===== config.mk =====
export PLATFORM = sky130hd
export DESIGN_NAME = hkft_queue
export DESIGN_NICKNAME = d
export VERILOG_FILES = /design/src/rtl/hkft_pkg.sv /design/src/rtl/hkft_queue.sv
export SDC_FILE = /design/constraint.sdc
export NUM_CORES = 1
export LEC_CHECK = 0
export ABC_AREA = 1
export BUFFER_PORTS_ARGS = -buffer_cell sky130_fd_sc_hd__buf_4
export CAP_MARGIN = 20
export CORE_AREA = 3 3 94 96
export CTS_CLUSTER_SIZE = 10
export DETAILED_ROUTE_END_ITERATION = 12
export DIE_AREA = 0 0 97 99
export GPL_ROUTABILITY_DRIVEN = 0
export GPL_TIMING_DRIVEN = 0
export PLACE_DENSITY = 0.74
export SETUP_SLACK_MARGIN = 0.05
export SLEW_MARGIN = 20
export SYNTH_ARGS = -nofsm -noshare
export SYNTH_HDL_FRONTEND = slang
export SYNTH_SLANG_ARGS = --single-unit

===== constraint.sdc =====
create_clock -name clk -period 2.9 [get_ports clk]
set_input_delay 0.58 -clock clk [delete_from_list [all_inputs] [get_ports clk]]
set_output_delay 0.58 -clock clk [all_outputs]
set_load 0.1 [all_outputs]

===== src/rtl/hkft_pkg.sv =====
// ----------------------------------------------------------------------------
// hkft_pkg: shared types and constants
// Sizes of the table, the bucket count register and the front-to-back request.
// ----------------------------------------------------------------------------
package hkft_pkg;
    localparam int BUCKETS    = 256;
    localparam int WAYS       = 4;
    localparam int BKT_W      = (BUCKETS > 1) ? $clog2(BUCKETS) : 1;
    localparam int WAY_W      = (WAYS > 1) ? $clog2(WAYS) : 1;
    localparam int CFG_W      = 9;
    localparam int KEY_W      = 32;
    localparam int CNT_W      = 32;
    localparam int SLOT_W     = KEY_W + CNT_W + 1;
    localparam int QDEPTH     = 2;

    typedef struct packed {
        logic [KEY_W-1:0] key;
        logic [BKT_W-1:0] bucket;
    } req_t;

    typedef enum logic [2:0] {
        BK_IDLE,
        BK_READ,
        BK_WAIT,
        BK_CHECK,
        BK_SCAN,
        BK_CLEAR
    } bk_state_t;

    typedef enum logic [1:0] {
        FR_IDLE,
        FR_DIV,
        FR_PUSH
    } fr_state_t;
endpackage


===== src/rtl/hkft_queue.sv =====
// ----------------------------------------------------------------------------
// hkft_queue: request queue between front and back
// A small FIFO in flip-flops.
// ----------------------------------------------------------------------------
module hkft_queue
    import hkft_pkg::*;
(
    input  logic clk,
    input  logic rst_n,
    input  logic push,
    input  req_t wdata,
    output logic full,
    input  logic pop,
    output req_t rdata,
    output logic empty
);
    localparam int PW = (QDEPTH > 1) ? $clog2(QDEPTH) : 1;
    req_t          slot_reg [QDEPTH];
    logic [PW-1:0] wp_reg, rp_reg;
    logic [PW:0]   cnt_reg;

    assign full  = (cnt_reg == (PW+1)'(QDEPTH));
    assign empty = (cnt_reg == '0);
    assign rdata = slot_reg[rp_reg];

    always_ff @(posedge clk)
    begin
        if (push && !full)
        begin
            slot_reg[wp_reg] <= wdata;
        end
    end

    always_ff @(posedge clk or negedge rst_n)
    begin
        if (!rst_n)
        begin
            wp_reg  <= '0;
            rp_reg  <= '0;
            cnt_reg <= '0;
        end
        else
        begin
            if (push && !full)
            begin
                wp_reg <= (wp_reg == PW'(QDEPTH - 1)) ? '0 : wp_reg + PW'(1);
            end
            if (pop && !empty)
            begin
                rp_reg <= (rp_reg == PW'(QDEPTH - 1)) ? '0 : rp_reg + PW'(1);
            end
            cnt_reg <= cnt_reg + (PW+1)'(push && !full) - (PW+1)'(pop && !empty);
        end
    end
endmodule


==> results.toml, run 1 <==
[synth]
synthesis.nets = 289
ys_seq_elements = 84
ys_types = 12
synth_compound_area_share_pct = 0
synthAdderAreaFrac_pct = 0.7788
synthCells = 243
synth_top_area_cell = "edfxtp_1"
synthSimpleGateAreaFrac_pct = 16.90
synthXorXnorAreaFrac_pct = 0
netlist_area_um2 = 3213
synth_top_area_share_pct = 74.77
synth_top_family_by_area = "simple AND/OR/NAND/NOR gates"
muxShareOfSynthArea_pct = 0
syn_avg_cell_area_um2 = 13.22
synth_warnings = 0
synth_area_leaders = "edfxtp_1 75%, nand2_1 14%, dfrtp_1 3.1%"
seq_area_frac_synth_pct = 77.88

[setup_path]
critPathArrivalTime_ps = 1510
slowest_delay_ps = 380
crit_path_start_kind = "flop"
cp.buffers_inverters = 4
crit_chain = "buf_6 > inv_8 > buf_8 > nand2_2 > nand2_1 > buf_4"
critPathSlowestCell = "dfrtp_1"
worstPathMaxFanout = 10
worstPathRequired_ps = 2320
crit_path_end_kind = "primary output"
cp_top_family = "buffers and inverters"
critical_path_class = "reg -> out"

[drt]
drtPass1Iterations = 4
routed_wl_mm = 6.001
wl_per_cell_um = 13.28
dr.first_iter.drc_count = 60
dr_total_vias = 1959
drtAntennaViolNets = 0
viasPerCell = 4.334
drc = 0

[clock_network]
cts-resized-gates = 0
clk_path_buf_depth = 2
postCtsHoldBufs = 0
clkLatencyLatePin_ps = 340
cts_tree = "built"
cts_root_buf = "clkbuf_8"
htree_levels = 3
clkTransAtPathRegs_ps = 80
cts_setup_buffers = 0
cts_made_buffers = 9
cts.sink_count = 84

[grt]
grt_pass1_vias = 2018
gr-total-overflow = 0
antenna_found_initial = 0
grt_max_degree = 23
track_usage_pct = 12.62
grt_pass1_wl_mm = 9.411

[finish]
largest_register_ffs = 80
final_cell_mix = "123 x nand2_1, 88 x buf_4, 80 x edfxtp_1, 10 x nand2_2"
n_fill_cell = 699
layout_commonest_cell = "nand2_1"
antenna_cells = 0
final_nets = 388
area_growth_pct = 32.52
final_util_pct = 52.35
drive_above_1_share_pct = 35.73

[floorplan]
die_y_um = 99
io_pins = 86
design.die.area_um2 = 9603
num_rows = 33
core_um2 = 8134
initial_core_util_pct = 39.50
dieWidth_um = 97

[timing]
tightest_slew_ps = 500.0
timing.fmax_mhz = 479.6
maxSlewViolCount = 0
setup_viol = 0
post-route-period-util_pct = 71.90
hold_violations = 0
final.min_clock_period_ps = 2085
rsz0062_at_grt = "no"
skew_ps = 8.576
maxSlewHeadroom_pct = 66.59

[placement]
dpl.hpwl_mm = 4.137
numPortBuffers = 85

[min_path]
hold_class = "in -> async"

[run]
cap_viol_max_count = 0

[status]
outcome = "finished clean"
## per-layer routing
layer  GRT usage, %  routed length [µm]
met2          21.82                3012
met4          5.076                  82
met5              0                   0
met1          14.94                2553
met3          3.539                 353
## cells in the mapped netlist
| cell type | instances |
|---|---|
| edfxtp_1 | 80 |
| nand2_2 | 10 |
| ha_1 | 2 |
| nand2_1 | 123 |
| buf_8 | 1 |
| buf_4 | 3 |
| inv_8 | 1 |
| inv_1 | 10 |
| nor2_1 | 1 |
| nand3_1 | 3 |
| buf_6 | 5 |
| dfrtp_1 | 4 |
## per-stage QoR
step / hold WS [ps] / std cells / setup TNS [ps] / instance area [µm²] / worst slack (ps)
CTS: 5.392 / 452 / 0 / 4258 / 775.4
global route: 6.305 / 452 / 0 / 4258 / 708.7
floorplan: 284.4 / 243 / 0 / 3213 / 115.2
finish: 23.51 / 452 / 0 / 4258 / 814.9
global placement: 379.0 / 433 / -38720 / 3983 / -969.5
detailed placement: 382.5 / 436 / 0 / 4065 / 1147
## worst paths after layout
path / startpoint / endpoint / slack [ps] / depth (start not counted)
min in group clk: wdata[18] / slot_reg[1][18] / 420 / 1
hold reg to reg: wp_reg / wp_reg / 480 / 2
setup reg to reg: cnt_reg[1] / slot_reg[1][4] / 1320 / 4
setup / recovery: rp_reg / rdata[31] / 810 / 6
hold / removal: rst_n / wp_reg / 20 / 1
max in group asynchronous: rst_n / rp_reg / 2770 / 1
## cell families after synthesis
family,count (synthesis)
AND/OR/NAND/NOR,137
flip-flops,84
buffers and inverters,20
adder cells (fa/ha/maj),2
## cell type report
type | instances | area [µm²] | area share, %
clock buffers | 11 | 131.4 | 3.086
well taps | 105 | 131.4 | 3.086
flip-flops and latches | 84 | 2502 | 58.77
plain buffers | 9 | 93.84 | 2.204
clock inverters | 5 | 61.31 | 1.440
repair buffers | 88 | 713.2 | 16.75
inverters | 11 | 48.80 | 1.146
multi-input cells | 139 | 575.6 | 13.52
Power of run 1 is not shown: default switching activity piles up to over one toggle a cycle in this logic, so the estimate is an artifact.
==> run 2: changes to the inputs <==
==> constraint.sdc (replaced) <==
create_clock -name clk -period 1.8 [get_ports clk]
set_input_delay 0.36 -clock clk [delete_from_list [all_inputs] [get_ports clk]]
set_output_delay 0.36 -clock clk [all_outputs]
set_load 0.1 [all_outputs]
==> run 2 against run 1 <==
Compared with the run above:
- worst setup slack got worse by 800 ps
- routed wire length increased by 16%
- worst hold slack improved by 170 ps
- sequential cell count unchanged
- register-to-register slack got worse by 1000 ps
- clock skew increased by 2.9 ps
- first-iteration DRC count decreased by 8.3%
- via count increased by 8.2%
- critical endpoint is now rdata[22]
- highest routed layer unchanged
==> results.toml, run 2 (synthesis gave the netlist of run 1 again) <==
[setup_path]
worstPathRequired_ps = 1440
cp.buffers_inverters = 4
crit_chain = "buf_12 > clkinv_8 > clkbuf_16 > nand2_2 > nand2_2 > buf_12"
crit_path_end_kind = "primary output"
critical_path_class = "reg -> out"
ff2ff_path_depth = 4
r2r-end = "slot_reg[0][15]"
slowest_delay_ps = 400
r2r-start = "cnt_reg[1]"
worstSetupEndpoint = "rdata[22]"
cp.depth = 6
worstPathMaxFanout = 7
crit_start = "rp_reg"
critPathSlowestCell = "dfrtp_1"
cp_top_family = "buffers and inverters"
critPathArrivalTime_ps = 1430
crit_path_start_kind = "flop"
rrSetupSlack_ps = 310

[floorplan]
design.die.area_um2 = 9603
num_rows = 33
initial_core_util_pct = 39.50
core_um2 = 8134
dieWidth_um = 97
io_pins = 86
die_y_um = 99

[clock_network]
cts.sink_count = 84
clk_path_buf_depth = 2
cts_made_buffers = 9
htree_levels = 3
cts_root_buf = "clkbuf_8"
clkTransAtPathRegs_ps = 90
cts_tree = "built"
clkLatencyLatePin_ps = 350

[drt]
maxUsedRoutingLayer = "met4"
drc = 0
dr.first_iter.drc_count = 55
wl_per_cell_um = 15.19
route.met2.wl_mm = 3.954
wl_met3_um = 330
drt-met1-wl_mm = 2.579
dr_total_vias = 2120
viasPerCell = 4.619
routed_wl_mm = 6.972
drtPass1Iterations = 4
drtAntennaViolNets = 0

[grt]
grt_pass1_wl_mm = 10.47
gr-total-overflow = 0
grt_pass1_vias = 2249
track_usage_pct = 14.18
grt_max_degree = 27
antenna_found_initial = 0

[placement]
dpl_cell_area_um2 = 4030
dpl.hpwl_mm = 4.127
numPortBuffers = 85

[finish]
area_growth_pct = 64.99
layout_commonest_cell = "edfxtp_1"
final_nets = 395
final_cell_mix = "80 x edfxtp_1, 56 x nand2_1, 47 x buf_4, 44 x buf_12, 41 x nand2_4"
drive_above_1_share_pct = 55.65
fin_area_um2 = 5301
antenna_cells = 0
largest_register_ffs = 80

[timing]
final.min_clock_period_ps = 1786
hold_violations = 0
rsz0062_at_grt = "yes"
fin_hold_ws_ps = 190.8
timing.fmax_mhz = 559.8
post-route-period-util_pct = 99.24
setup_viol = 0
maxSlewViolCount = 0
maxSlewHeadroom_pct = 75.75
skew_ps = 11.48
tightest_slew_ps = 363.2
tns_ps = 0

[min_path]
hold_class = "in -> reg"

[run]
cap_viol_max_count = 0

[status]
outcome = "finished clean"
## run 2: changes by cell type in the layout (fill, tap and decap cells not counted), moves of 2 or more
cell and delta:
buf_12 +43, buf_16 -2, buf_4 -41, buf_8 +2
clkbuf_1 -2, clkbuf_16 +4, clkinv_1 +2, clkinv_8 +2
nand2_1 -67, nand2_2 +26, nand2_4 +41
## run 2: worst min-delay path by stage
stage               from              end  slack (ps)  cells past startpoint
2_1_floorplan      rst_n       cnt_reg[0]          60                      0
3_3_place_gp       rst_n           wp_reg         160                      1
3_5_place_dp       rst_n           wp_reg         160                      1
4_1_cts         wdata[5]   slot_reg[0][5]         180                      1
5_1_grt        wdata[13]  slot_reg[0][13]         170                      1
6_report       wdata[13]  slot_reg[0][13]         190                      1
## run 2: metrics by stage
stage / utilization, % / setup WS, ps / std cells
after floorplan: - / 48.47 / 243
after detailed placement: 49.55 / 128.8 / 435
after global routing: 65.17 / -47.70 / 459
final: 65.17 / 13.74 / 459
after global placement: 49.05 / -421.8 / 433
after CTS: 59.93 / -5.022 / 452
## run 2: cell type report
class | instances | area [µm²]
buffer | 9 | 130.1
clock buffer | 9 | 123.9
clock inverter | 7 | 91.34
fill | 583 | 2833
inverter | 11 | 53.80
multi-input combinational | 139 | 948.4
sequential | 84 | 2502
tap | 105 | 131.4
timing repair buffer | 94 | 1304
timing repair inverter | 1 | 16.27
## run 2: what timing repair did
action,in CTS,in global routing
hold buffers,1,0
endpoints found under the hold margin,4,0
setup buffers,0,2
pin swaps,1,21
cloned,0,5
gates resized for setup,165,75
setup endpoints to repair,40,65
## run 2: metal layers
layer / global-route usage, % / vias up
met4: 6.479 / 0
li1: - / 1015
met1: 14.53 / 1036
met3: 3.892 / 11
met5: 0 / -
met2: 26.75 / 58
Power of run 2 is left out for the same reason.
==> run 3: changes to the inputs <==
--- a/config.mk
+++ b/config.mk
@@ -8,13 +8,15 @@
 export ABC_AREA = 1
 export BUFFER_PORTS_ARGS = -buffer_cell sky130_fd_sc_hd__buf_4
 export CAP_MARGIN = 20
-export CORE_AREA = 3 3 94 96
+export CELL_PAD_IN_SITES_DETAIL_PLACEMENT = 0
+export CELL_PAD_IN_SITES_GLOBAL_PLACEMENT = 1
+export CORE_AREA = 3 3 98 100
 export CTS_CLUSTER_SIZE = 10
 export DETAILED_ROUTE_END_ITERATION = 12
-export DIE_AREA = 0 0 97 99
+export DIE_AREA = 0 0 101 103
 export GPL_ROUTABILITY_DRIVEN = 0
 export GPL_TIMING_DRIVEN = 0
-export PLACE_DENSITY = 0.74
+export PLACE_DENSITY = 0.82
 export SETUP_SLACK_MARGIN = 0.05
 export SLEW_MARGIN = 20
 export SYNTH_ARGS = -nofsm -noshare
==> run 3 against run 2 <==
Compared with the run above:
- register-to-register slack got worse by 80 ps
- sequential share of layout area increased by 1.1 points
- first-iteration DRC count is 16% higher
- via count decreased by 2.8%
- clock skew down 2.9 ps
- clock-buffer cell count increased by 1
==> results.toml, run 3 (synthesis gave the netlist of run 1 again) <==
[status]
outcome = "finished clean"

[grt]
gr-total-overflow = 0
antenna_found_initial = 0
track_usage_pct = 13.24
grt_max_degree = 22
grt_pass1_wl_mm = 10.29
grt_pass1_vias = 2205

[clock_network]
htree_levels = 3
cts_made_buffers = 9
cts_tree = "built"
cts_root_buf = "clkbuf_8"
clk_path_buf_depth = 2
clkLatencyLatePin_ps = 340
cts.sink_count = 84
clkTransAtPathRegs_ps = 80

[timing]
final.min_clock_period_ps = 1769
maxSlewViolCount = 0
rsz0062_at_grt = "yes"
maxSlewHeadroom_pct = 73.69
setup_viol = 0
post-route-period-util_pct = 98.25
hold_violations = 0
timing.fmax_mhz = 565.4
skew_ps = 8.534
fin_hold_ws_ps = 194.0
tightest_slew_ps = 394.2

[finish]
multiInputGateArea_um2 = 879.6
seq_area_um2 = 2502
n_fill_cell = 671
final_cell_mix = "80 x edfxtp_1, 68 x nand2_1, 49 x buf_4, 42 x buf_12, 34 x nand2_2"
instances_no_fill = 459
drive_above_1_share_pct = 52.14
area_growth_pct = 61.18
largest_register_ffs = 80
layout_commonest_cell = "edfxtp_1"
antenna_cells = 0
final_nets = 393

[drt]
drc = 0
routed_wl_mm = 6.645
viasPerCell = 4.490
drtAntennaViolNets = 0
drtPass1Iterations = 4
dr_total_vias = 2061
wl_per_cell_um = 14.48
dr.first_iter.drc_count = 64

[placement]
numPortBuffers = 85
post-place-cells = 438
dpl.hpwl_mm = 4.039

[floorplan]
dieWidth_um = 101
initial_core_util_pct = 36.66
core_um2 = 8763
io_pins = 86
design.die.area_um2 = 10400
num_rows = 34
die_y_um = 103

[setup_path]
r2r-start = "wp_reg"
critPathArrivalTime_ps = 1410
crit_path_start_kind = "flop"
critical_path_class = "reg -> out"
crit_path_end_kind = "primary output"
r2r-end = "slot_reg[0][12]"
rrSetupSlack_ps = 230
ff2ff_path_depth = 4
worstPathMaxFanout = 8
worstPathRequired_ps = 1440

[run]
cap_viol_max_count = 0

[min_path]
hold_class = "in -> reg"
hp-start = "wdata[6]"
min_to = "slot_reg[1][6]"
min_delay_path_depth = 1
run 3: changes by cell type in the layout (fill, tap and decap cells not counted), sizes merged:
cell,delta
inv,-1
nor2,+1
clkinvlp,-1
clkinv,-1
buf,-1
run 3: critical path, stage by stage (launching register included):
cell and delay (ps):
dfrtp_1 380, buf_6 140, clkinv_8 90, clkbuf_16 170
nand2_4 50, nand2_4 70, buf_12 160
run 3: metrics by stage:
stage	setup WS, ps	setup TNS, ps	instance area (µm²)	util [%]
after floorplan	48.47	0	3221	-
after global placement	-409.9	-22550	3994	45.57
after detailed placement	27.77	0	4049	46.20
after CTS	6.064	0	4930	56.25
after global routing	-54.04	-1551	5179	59.09
final	31.47	0	5179	59.09
run 3: how the worst max path moves through the flow:
stage               start              to  slack [ps]  depth (start not counted)
2_1_floorplan      wp_reg  slot_reg[0][0]          50                          3
4_1_cts            rp_reg       rdata[30]           6                          6
6_report           rp_reg       rdata[28]          30                          6
5_1_grt            rp_reg        rdata[0]         -50                          6
3_5_place_dp   cnt_reg[1]  slot_reg[1][6]          30                          4
3_3_place_gp   cnt_reg[1]  slot_reg[0][4]        -410                          3
run 3: area by class of cell:
| type | count | area share, % |
|---|---|---|
| Buffer | 9 | 2.223 |
| Clock buffer | 10 | 2.464 |
| Clock inverter | 5 | 1.498 |
| Inverter | 11 | 1.063 |
| Multi-Input combinational cell | 140 | 16.98 |
| Sequential cell | 84 | 48.32 |
| Tap cell | 108 | 2.609 |
| Timing Repair Buffer | 92 | 24.84 |
run 3: what timing repair did:
action,in CTS,in global routing
endpoints found under the hold margin,4,0
hold buffers,1,0
pin swaps,5,20
endpoints found under the setup margin,61,58
gates resized for setup,175,39
cloned,1,3
buffers inserted,0,1
run 3: metal layers:
metal	wire (µm)	vias up	global-route usage, %
met2	3658	60	24.15
met1	2536	984	14.44
met3	379	8	4.060
met5	0	-	0
li1	-	1009	-
met4	71	0	5.112
Power of run 3 is left out for the same reason.
