--- config.mk ---
export PLATFORM = sky130hd
export DESIGN_NAME = hkft_front
export DESIGN_NICKNAME = d
export VERILOG_FILES = /design/src/rtl/hkft_pkg.sv /design/src/rtl/hkft_front.sv
export SDC_FILE = /design/constraint.sdc
export NUM_CORES = 1
export LEC_CHECK = 0
export ABC_AREA = 0
export BUFFER_PORTS_ARGS = -buffer_cell sky130_fd_sc_hd__buf_2
export CORE_ASPECT_RATIO = 1.1
export CORE_MARGIN = 2
export CORE_UTILIZATION = 35
export CTS_CLUSTER_DIAMETER = 200
export DETAILED_ROUTE_END_ITERATION = 16
export PLACE_DENSITY = 0.62
export SLEW_MARGIN = 40
export SYNTH_ARGS = -nofsm -noshare
export SYNTH_HDL_FRONTEND = slang
export SYNTH_SLANG_ARGS = --single-unit
--- constraint.sdc ---
create_clock -name clk -period 2.5 [get_ports clk]
set_input_delay 0 -clock clk [delete_from_list [all_inputs] [get_ports clk]]
set_output_delay 0 -clock clk [all_outputs]
set_load 0.005 [all_outputs]
--- src/rtl/hkft_pkg.sv ---
// ----------------------------------------------------------------------------
// hkft_pkg: shared types and constants
// Sizes of the table, the bucket count register and the front-to-back request.
// ----------------------------------------------------------------------------
package hkft_pkg;
    localparam int BUCKETS    = 256;
    localparam int WAYS       = 4;
    localparam int BKT_W      = (BUCKETS > 1) ? $clog2(BUCKETS) : 1;
    localparam int WAY_W      = (WAYS > 1) ? $clog2(WAYS) : 1;
    localparam int CFG_W      = 9;
    localparam int KEY_W      = 32;
    localparam int CNT_W      = 32;
    localparam int SLOT_W     = KEY_W + CNT_W + 1;
    localparam int QDEPTH     = 2;

    typedef struct packed {
        logic [KEY_W-1:0] key;
        logic [BKT_W-1:0] bucket;
    } req_t;

    typedef enum logic [2:0] {
        BK_IDLE,
        BK_READ,
        BK_WAIT,
        BK_CHECK,
        BK_SCAN,
        BK_CLEAR
    } bk_state_t;

    typedef enum logic [1:0] {
        FR_IDLE,
        FR_DIV,
        FR_PUSH
    } fr_state_t;
endpackage

--- src/rtl/hkft_front.sv ---
// ----------------------------------------------------------------------------
// hkft_front: key intake and bucket selection
// Takes a key, reduces it modulo the bucket count (clamped to 1..256) one bit a cycle and hands
// the request to the queue.
// ----------------------------------------------------------------------------
module hkft_front
    import hkft_pkg::*;
(
    input  logic             clk,
    input  logic             rst_n,
    input  logic [CFG_W-1:0] bucket_count,
    input  logic             in_push,
    input  logic [KEY_W-1:0] in_key,
    output logic             in_full,
    output logic             q_push,
    output req_t             q_data,
    input  logic             q_full
);
    fr_state_t          state_reg, state_next;
    logic [KEY_W-1:0]   key_reg, key_next;
    logic [KEY_W-1:0]   sh_reg, sh_next;
    logic [CFG_W:0]     rem_reg, rem_next;
    logic [CFG_W-1:0]   div_reg, div_next;
    logic [5:0]         cnt_reg, cnt_next;
    logic [CFG_W:0]     trial;
    logic [CFG_W-1:0]   eff;

    always_comb
    begin
        eff = bucket_count;
        if (bucket_count == '0)
        begin
            eff = CFG_W'(1);
        end
        if (32'(bucket_count) > 32'(BUCKETS))
        begin
            eff = CFG_W'(BUCKETS);
        end
    end

    always_ff @(posedge clk or negedge rst_n)
    begin
        if (!rst_n)
        begin
            state_reg <= FR_IDLE;
        end
        else
        begin
            state_reg <= state_next;
        end
    end

    always_ff @(posedge clk)
    begin
        key_reg <= key_next;
        sh_reg  <= sh_next;
        rem_reg <= rem_next;
        div_reg <= div_next;
        cnt_reg <= cnt_next;
    end

    always_comb
    begin
        state_next = state_reg;
        key_next   = key_reg;
        sh_next    = sh_reg;
        rem_next   = rem_reg;
        div_next   = div_reg;
        cnt_next   = cnt_reg;
        in_full    = 1'b1;
        q_push     = 1'b0;
        trial      = {rem_reg[CFG_W-1:0], sh_reg[KEY_W-1]};
        q_data.key    = key_reg;
        q_data.bucket = BKT_W'(rem_reg);
        unique case (state_reg)
            FR_IDLE:
            begin
                in_full = 1'b0;
                if (in_push)
                begin
                    key_next   = in_key;
                    sh_next    = in_key;
                    rem_next   = '0;
                    div_next   = eff;
                    cnt_next   = '0;
                    state_next = FR_DIV;
                end
            end
            FR_DIV:
            begin
                // Restoring division, one quotient bit per cycle.
                if (trial >= {1'b0, div_reg})
                begin
                    rem_next = trial - {1'b0, div_reg};
                end
                else
                begin
                    rem_next = trial;
                end
                sh_next  = {sh_reg[KEY_W-2:0], 1'b0};
                cnt_next = cnt_reg + 6'd1;
                if (cnt_reg == 6'(KEY_W - 1))
                begin
                    state_next = FR_PUSH;
                end
            end
            FR_PUSH:
            begin
                if (!q_full)
                begin
                    q_push     = 1'b1;
                    state_next = FR_IDLE;
                end
            end
            default:
            begin
                state_next = FR_IDLE;
            end
        endcase
    end
endmodule

==> flow_summary.ini, run 1 <==
[run_status]
status = complete, no violations

[global_route]
grtUsageMet3_pct = 3.60
grtUsageMet1_pct = 16.7
grt_max_degree = 48
grt_pass1_vias = 2746
met2_usage_pct = 24.8
grt_first_pass_wirelength_um = 13400
antenna_found_initial = 0
gr-max-usage-layer = met2
overflow = 0
grtUsageTotal_pct = 14.1

[timing]
hold_viol = 0
holdWs_ns = 0.0270
setup_viol = 0
slew_viol_final = 0
min_period_ns = 2.31
maxSlewHeadroom_pct = 72.4
rsz0062_at_grt = no
fmax_ghz = 0.434
finClkSkew_ns = 0.00554
tightest_slew_ns = 0.414
finalSetupTns_ns = 0
fin_crit_sh_pct = 92.2

[clock_network]
cts_tree = yes
clk_path_buf_depth = 2
cts.clk_slew.worst_paths_ns = 0.07
htreeDepth = 3
insertion_delay_ns = 0.33
cts-root-buf = clkbuf_16
cts_sinks = 90
numCtsBuffers = 9

[die]
die_h_um = 116
row_count = 40
core_area_um2 = 11000
die_x_um = 105
die_area_um2 = 12200
floorplan.initialDensity_pct = 36.1
ios = 87

[run]
cap_viol_max_count = 0

[worst_setup_path]
worstPathArrival_ns = 2.38
setup.worst_path.end_class = flop
path_buf_inv = 2
cp_cell_sequence = inv_1 > ha_1 > inv_1 > fa_2 > a21oi_2 > a211oi_2 > or3_4 > mux2i_1 > nor2_1
r2r_start = sh_reg[31]
worstPathRequired_ns = 2.58
cp_num_cells = 9
critPathKind = reg -> reg
cpMostUsedCell = inv_1
worstReg2RegEnd = rem_reg[4]
worstRegToRegCells = 9
slowest_stage = or3_4
ff2ff_setup_slack_ns = 0.19
crit_family = adder cells
critPathMaxFanout = 9
crit_path_max_incr_delay_ns = 0.45
start_kind = flop

[pwr]
powerDensity_nw_per_um2 = 1120
power_frac_seq_pct = 44.9
ir_drop_uv = 539
comb_power_share_pct = 34.0
intPower_mw = 3.93
clock_power_share_pct = 21.1
p_leak_nw = 2.27
p_sw_mw = 1.95
swShare_pct = 33.2

[placed_design]
port_buffers = 86
hpwlAfterDp_um = 5280
gp_congestion = 0.769

[min_path]
hold_end = div_reg[6]
min_from = bucket_count[6]
hp-class = in -> reg
hold_depth = 2

[logic_synthesis]
yosys_most_used_dff = edfxtp_1
yosysWarnings = 0
synth_cell_types = 41
ys_ff_latch = 90
synth_edf_count = 88
synth_cells = 328
synth_fp_nets = 386
async_flop_share_pct = 2.22
synth.avg_cell_area_um2 = 12.1
yosysSeqAreaShare_pct = 68.0
syn-cell-area_um2 = 3960

[route]
post_drt_wl_per_cell_um = 13.7
via_per_inst = 4.55
drc = 0
drtIter0Drc = 91
drt_wl_total_um = 8310
antenna_left = 0
dr.pass1.iters = 4
vias = 2755

[finish]
drive_above_1_share_pct = 25.1
area_growth_pct = 32.7
final_nets = 512
antennaDiodeCount = 0
## layout by cell type (no fill, tap or decap), drive strengths merged, types with 2 or more instances in the layout
cell type,count
nand2,107
buf,90
edfxtp,88
dlygate4sd3,43
inv,15
nor2,12
ha,12
a21oi,10
clkbuf,10
and2,9
nand3,8
o21ai,7
xnor2,5
clkinv,5
o211a,3
a21o,3
or3,3
nor3,3
nor4,2
mux2i,2
xor2,2
dfrtp,2
nor2b,2
a211oi,2
## cell usage after synthesis (2+ instances only)
library cell    n  area (µm²)
a21o_1          2        15.0
a21oi_1         9        45.0
and2_1          9        56.3
buf_4           8        60.1
clkbuf_1        9        33.8
dfrtp_1         2        50.1
edfxtp_1       88        2640
ha_1           12         150
inv_1          15        56.3
mux2i_1         2        20.0
nand2_1       107         402
nand3_1         8        40.0
nor2_1         12        45.0
nor2b_1         2        12.5
nor3_1          2        10.0
nor4_1          2        12.5
o211a_1         3        30.0
o21ai_0         6        30.0
or3_1           3        18.8
xnor2_1         5        43.8
xor2_1          2        17.5
## routing by layer
metal / part of all wire, % / vias to the layer above
met5: 0 / -
met4: 1.6 / 0
met3: 4.0 / 9
met2: 50 / 58
met1: 44 / 1301
li1: - / 1387
## cell families after synthesis
| group | after synthesis | synth area share (%) |
|---|---|---|
| mux | 2 | 0.506 |
| buf+inv | 33 | 3.92 |
| fa+ha+maj | 13 | 4.30 |
| xor+xnor | 7 | 1.55 |
| compound gates | 31 | 5.31 |
| simple gates | 152 | 16.4 |
| flops | 90 | 68.0 |
## power groups by stage
| stage | clock, mW | combinational, mW | sequential (mW) |
|---|---|---|---|
| 2_1_floorplan | 0 | 1.45 | 2.63 |
| 3_3_place_gp | 0 | 1.88 | 2.65 |
| 3_5_place_dp | 0 | 1.95 | 2.67 |
| 4_1_cts | 1.27 | 2.00 | 2.64 |
| 5_1_grt | 1.33 | 2.31 | 2.70 |
| 6_report | 1.24 | 2.00 | 2.64 |
## area by class of cell
| type | count | area (µm²) |
|---|---|---|
| fillers | 981 | 5710 |
| clock buffers | 10 | 229 |
| clock inverters | 6 | 43.8 |
| flip-flops and latches | 90 | 2690 |
| well taps | 147 | 184 |
| inverters | 15 | 56.3 |
| multi-input cells | 205 | 1130 |
| repair buffers | 133 | 916 |
## stage by stage
stage,setup slack (ns),util [%],power [mW],std cells,area [µm²]
6_report,0.195,47.9,5.88,606,5260
3_5_place_dp,0.0215,41.4,4.61,547,4540
5_1_grt,0.00542,47.9,6.33,606,5260
2_1_floorplan,0.0422,-,4.08,328,3960
3_3_place_gp,0.105,41.4,4.53,547,4540
4_1_cts,0.00583,47.8,5.92,606,5240
## how the worst max path moves through the flow
stage,from,to,slack (ns)
2_1_floorplan,state_reg[1],cnt_reg[0],0.04
3_3_place_gp,sh_reg[31],rem_reg[6],0.11
3_5_place_dp,sh_reg[31],rem_reg[0],0.02
4_1_cts,sh_reg[31],rem_reg[0],0.006
5_1_grt,sh_reg[31],rem_reg[4],0.005
6_report,sh_reg[31],rem_reg[4],0.19
## repair_timing
item,4_1_cts,5_1_grt
hold buffers,43,0
endpoints found under the hold margin,74,0
setup buffers,0,0
gates resized for setup,0,3
endpoints found under the setup margin,0,9
(Power assumes the default switching activity.)
==> run 2: changes to the inputs <==
Settings changed: ABC_AREA 0 to 1, PLACE_DENSITY 0.62 to 0.61.
==> run 2 against run 1 <==
Net effect:
- clock power up 13%
- non-clock buffer count unchanged
- fmax up 11%
- utilization down 1.3 points
- power up 13%
- largest power group unchanged
- largest cell class unchanged
- synthesized cell count up 25%
- wire length up 9.0%
- first-iteration DRC count up 58%
- via count up 13%
- sequential power up 3%
- critical path type unchanged
- combinational power up 26%
- global-route usage up 0.49 points
==> flow_summary.ini, run 2 <==
[global_route]
grtUsageTotal_pct = 14.6
overflow = 0
antenna_found_initial = 0
grt_first_pass_wirelength_um = 14700
grt_pass1_vias = 3200
grt_max_degree = 48

[logic_synthesis]
synth_fp_nets = 468
synth.avg_cell_area_um2 = 10.3
syn-cell-area_um2 = 4220
yosysSeqAreaShare_pct = 63.9
async_flop_share_pct = 2.22
ys_top_cells_by_count = nand2_1 (156), edfxtp_1 (88), inv_1 (45)
netlist.area_leader.share_pct = 62.7
ys_top_cells_by_area = edfxtp_1 (63%), nand2_1 (14%), inv_1 (4.0%), ha_1 (3.6%), nor2_1 (3.0%)
synth_cells = 410
synth_edf_count = 88
yosysWarnings = 0
yosys_most_used_dff = edfxtp_1
ys_ff_latch = 90
synth_cell_types = 30
synth_most_common_cell = nand2_1
synth_area_leader_cell = edfxtp_1

[timing]
setup_viol = 0
hold_viol = 0
rsz0062_at_grt = no
min_period_ns = 2.08
finClkSkew_ns = 0.00777
fmax_ghz = 0.481
setup_slack_ns = 0.419
slew_viol_final = 0
finalSetupTns_ns = 0
tightest_slew_ns = 0.641
maxSlewHeadroom_pct = 57.3
fin_crit_sh_pct = 83.2

[clock_network]
cts_setup_buffers = 0
htreeDepth = 3
numCtsBuffers = 9
insertion_delay_ns = 0.33
cts.clk_slew.worst_paths_ns = 0.06
cts_sinks = 90
cts-root-buf = clkbuf_16
cts_tree = yes
clk_path_buf_depth = 2

[finish]
drive_above_1_share_pct = 23.1
final_common_cell = nand2_1
final_nets = 597
antennaDiodeCount = 0
final_cells = 696
most-common-layout-cells = nand2_1 (156), edfxtp_1 (88), buf_2 (86)
area_growth_pct = 31.5

[route]
dr.pass1.iters = 4
antenna_left = 0
drt_wl_total_um = 9060
via_per_inst = 4.48
vias = 3119
drc = 0
post_drt_wl_per_cell_um = 13.0
drtIter0Drc = 144

[worst_setup_path]
start_kind = flop
cpMostUsedCell = o21ai_0
setup.worst_path.end_class = flop
ff2ff_setup_slack_ns = 0.42
critPathMaxFanout = 43
worstReg2RegEnd = state_reg[1]
worstPathArrival_ns = 2.30
worstRegToRegCells = 6
cp_cell_sequence = nor2_4 > buf_4 > o31ai_1 > o21ai_0 > o21ai_0 > dlygate4sd3_1
slowest_stage = dlygate4sd3_1
r2r_start = state_reg[1]
crit_path_max_incr_delay_ns = 0.58
worstPathRequired_ns = 2.72
critPathKind = reg -> reg

[pwr]
comb_power_share_pct = 38.1
power.total_mw = 6.63
p_leak_nw = 2.56
ir_drop_uv = 510
p_sw_mw = 2.39
swShare_pct = 36.0
intPower_mw = 4.24
clock_power_share_pct = 21.1
powerDensity_nw_per_um2 = 1200
power_frac_seq_pct = 40.8

[placed_design]
port_buffers = 86
gp_congestion = 0.826
dpl_worst_slack_ns = 0.429
dp.cells = 638
hpwlAfterDp_um = 6070

[run_status]
status = complete, no violations

[min_path]
hold_end = div_reg[8]
hold_depth = 3
hp-class = in -> reg
min_from = bucket_count[8]

[die]
row_count = 42
floorplan.initialDensity_pct = 35.5
core_area_um2 = 11900
die_x_um = 109
ios = 87
die_area_um2 = 12900
die_h_um = 119

[run]
cap_viol_max_count = 0
run 2: layout make-up:
| class | instances | area [µm²] |
|---|---|---|
| fillers | 1155 | 6330 |
| flip-flops and latches | 90 | 2690 |
| multi-input cells | 257 | 1270 |
| repair buffers | 133 | 906 |
| clock buffers | 9 | 225 |
| well taps | 154 | 193 |
| inverters | 48 | 180 |
| clock inverters | 5 | 80.1 |
run 2: worst max-delay path: cells and delay by family, from the launching register on:
family	cells	cell delay, ns
buffers and inverters	2	0.98
AND/OR/NAND/NOR	1	0.15
flip-flops	1	0.46
AO/OA/AOI/OAI	3	0.37
run 2: through the flow:
stage	hold WS [ns]	util, %	cell area, µm²
3_5_place_dp	-0.209	40.4	4800
4_1_cts	0.0259	46.7	5540
3_3_place_gp	-0.212	40.4	4800
6_report	0.0449	46.7	5540
5_1_grt	0.0436	46.7	5540
2_1_floorplan	-0.296	-	4220
run 2: repair_timing:
action / CTS / global route
hold endpoints to repair: 73 / 0
resized for setup: 0 / 0
hold buffers: 44 / 0
run 2: worst max path at each step:
stage	start	end	slack, ns	depth (start not counted)
after floorplan	state_reg[0]	cnt_reg[0]	0.26	2
after global placement	sh_reg[31]	rem_reg[0]	0.47	12
after detailed placement	sh_reg[31]	rem_reg[0]	0.43	12
after CTS	state_reg[1]	state_reg[1]	0.41	6
after global routing	state_reg[1]	state_reg[1]	0.22	6
final	state_reg[1]	state_reg[1]	0.42	6
run 2: layer usage:
metal  GRT usage [%]  wire length [µm]  vias to the layer above  part of all wire, %
met5               0                 0                        -                    0
met3            4.00               503                       15                  5.6
met4            5.29               163                        0                  1.8
met1            17.9              3800                     1454                   42
met2            24.6              4590                       77                   51
li1                -                 -                     1573                    -
run 2: power groups by stage:
| stage | clock [mW] | combinational, mW | sequential [mW] |
|---|---|---|---|
| final | 1.40 | 2.52 | 2.71 |
| after global routing | 1.48 | 2.90 | 2.77 |
| after CTS | 1.42 | 2.56 | 2.71 |
| after detailed placement | 0 | 2.48 | 2.74 |
| after global placement | 0 | 2.42 | 2.72 |
| after floorplan | 0 | 1.85 | 2.68 |
run 2: cells by family (layout without fill, tap and decap cells):
logic type	count (synthesis)	in the layout	synth area share (%)
buf+inv	63	195	6.53
xor+xnor	4	4	0.831
compound gates	11	11	1.42
fa+ha+maj	13	13	4.04
flops	90	90	63.9
simple gates	229	229	23.3
==> run 3: changes to the inputs <==
Settings changed: ABC_AREA 1 to 0, PLACE_DENSITY 0.61 to 0.6.
Clock period 2.5 ns to 2 ns, I/O delays scaled along.
==> run 3 against run 2 <==
Net effect:
- the flow now finishes with violations (setup timing)
- sequential power grew 21%
- fmax is 5.4% lower
- cell count is 9.5% lower
- global-route usage is essentially flat
- critical path depth is 4 higher
- power up 20%
- combinational power grew 19%
- clock power rose by 21%
- largest cell class unchanged
==> flow_summary.ini, run 3 (synthesis gave the netlist of run 1 again) <==
[die]
die_x_um = 105
core_area_um2 = 11000
ios = 87
die_h_um = 116
floorplan.initialDensity_pct = 36.1
row_count = 40
die_area_um2 = 12200

[timing]
setup_viol = 9
setup_slack_ns = -0.199
slew_viol_final = 0
fmax_ghz = 0.455
fin_crit_sh_pct = 110
hold_viol = 0
min_period_ns = 2.20
finalSetupTns_ns = -1.37
rsz0062_at_grt = yes
finClkSkew_ns = 0.00769
maxSlewHeadroom_pct = 61.2
tightest_slew_ns = 0.581
holdWs_ns = 0.0214

[route]
post_drt_wl_per_cell_um = 13.5
via_per_inst = 4.56
drtIter0Drc = 145
drc = 0
antenna_left = 0
vias = 2874
drt_wl_total_um = 8530
dr.pass1.iters = 4

[clock_network]
cts.clk_slew.worst_paths_ns = 0.07
htreeDepth = 3
cts_tree = yes
cts-root-buf = clkbuf_16
insertion_delay_ns = 0.33
clk_path_buf_depth = 2
numCtsBuffers = 9
cts_sinks = 90

[worst_setup_path]
path_buf_inv = 3
slowest_stage = edfxtp_1
crit_family = adder cells
cp_cell_sequence = inv_1 > ha_2 > inv_2 > fa_2 > a21oi_2 > a211oi_2 > buf_4 > or3_4 > nand4_1 > a21oi_1
critPathKind = reg -> reg
critPathMaxFanout = 4
worstPathRequired_ns = 2.08
start_kind = flop
setup.worst_path.end_class = flop
crit_path_max_incr_delay_ns = 0.38
worstPathArrival_ns = 2.28

[finish]
area_growth_pct = 39.2
final_cells = 630
most-common-layout-cells = nand2_1 (105), edfxtp_1 (88), buf_2 (86)
final_common_cell = nand2_1
final_area_um2 = 5510
n_fill_cell = 987
final_nets = 535
register_area_um2 = 2690
multi_input_area_um2 = 1210
postLayoutCoreUtil_pct = 50.3
drive_above_1_share_pct = 30.9

[global_route]
grtUsageMet1_pct = 17.2
antenna_found_initial = 0
grt_pass1_vias = 3007
overflow = 0
gr-max-usage-layer = met2
grt_max_degree = 38
grtUsageMet3_pct = 3.09
grt_first_pass_wirelength_um = 14100
grtUsageTotal_pct = 14.7
met2_usage_pct = 25.8

[placed_design]
place_area_um2 = 4700
dp.cells = 568
hpwlAfterDp_um = 5650
port_buffers = 86
gp_congestion = 0.787
dpl_worst_slack_ns = -0.337

[run_status]
violations = setup timing
status = complete, but fails checks

[run]
cap_viol_max_count = 0

[pwr]
ir_drop_uv = 533
power.total_mw = 7.97
powerDensity_nw_per_um2 = 1450
p_leak_nw = 2.39

[min_path]
hp-class = in -> reg
run 3: path summary, 6_finish.rpt:
path                       startpoint      endpoint  slack, ns  depth (start not counted)
max                        sh_reg[31]    rem_reg[7]      -0.20                         10
min                           in_push  state_reg[0]       0.02                          3
max reg2reg                sh_reg[31]    rem_reg[7]      -0.20                         10
min reg2reg                sh_reg[20]    sh_reg[21]       0.51                          2
max in group asynchronous       rst_n  state_reg[1]       1.35                          3
min in group asynchronous       rst_n  state_reg[0]       0.53                          3
run 3: final cells by class:
class | instances | area share, %
multi-input cells | 206 | 22.0
well taps | 147 | 3.34
clock buffers | 11 | 4.22
diodes | 1 | 0.0454
clock inverters | 5 | 1.14
flip-flops and latches | 90 | 48.9
inverters | 15 | 1.02
repair buffers | 155 | 19.4
run 3: tightest hold or removal path, stage by stage:
cell	delay, ns
buf_2	0.07
nand2_1	0.13
o21ai_0	0.11
run 3: what timing repair did:
action / 4_1_cts / 5_1_grt
pin swaps: 1 / 7
buffers inserted: 1 / 2
endpoints found under the setup margin: 9 / 9
endpoints found under the hold margin: 73 / 0
cloned: 1 / 0
hold buffers: 41 / 0
gates resized for setup: 10 / 4
run 3: per-layer routing:
layer	share of wire, %	vias up
li1	-	1437
met1	43	1352
met2	50	68
met3	4.1	17
met4	2.2	0
met5	0	-
run 3: power breakdown:
group / internal, mW / total, mW / switching, mW
combinational: 1.38 / 2.99 / 1.61
sequential: 3.04 / 3.29 / 0.251
clock: 0.979 / 1.69 / 0.710
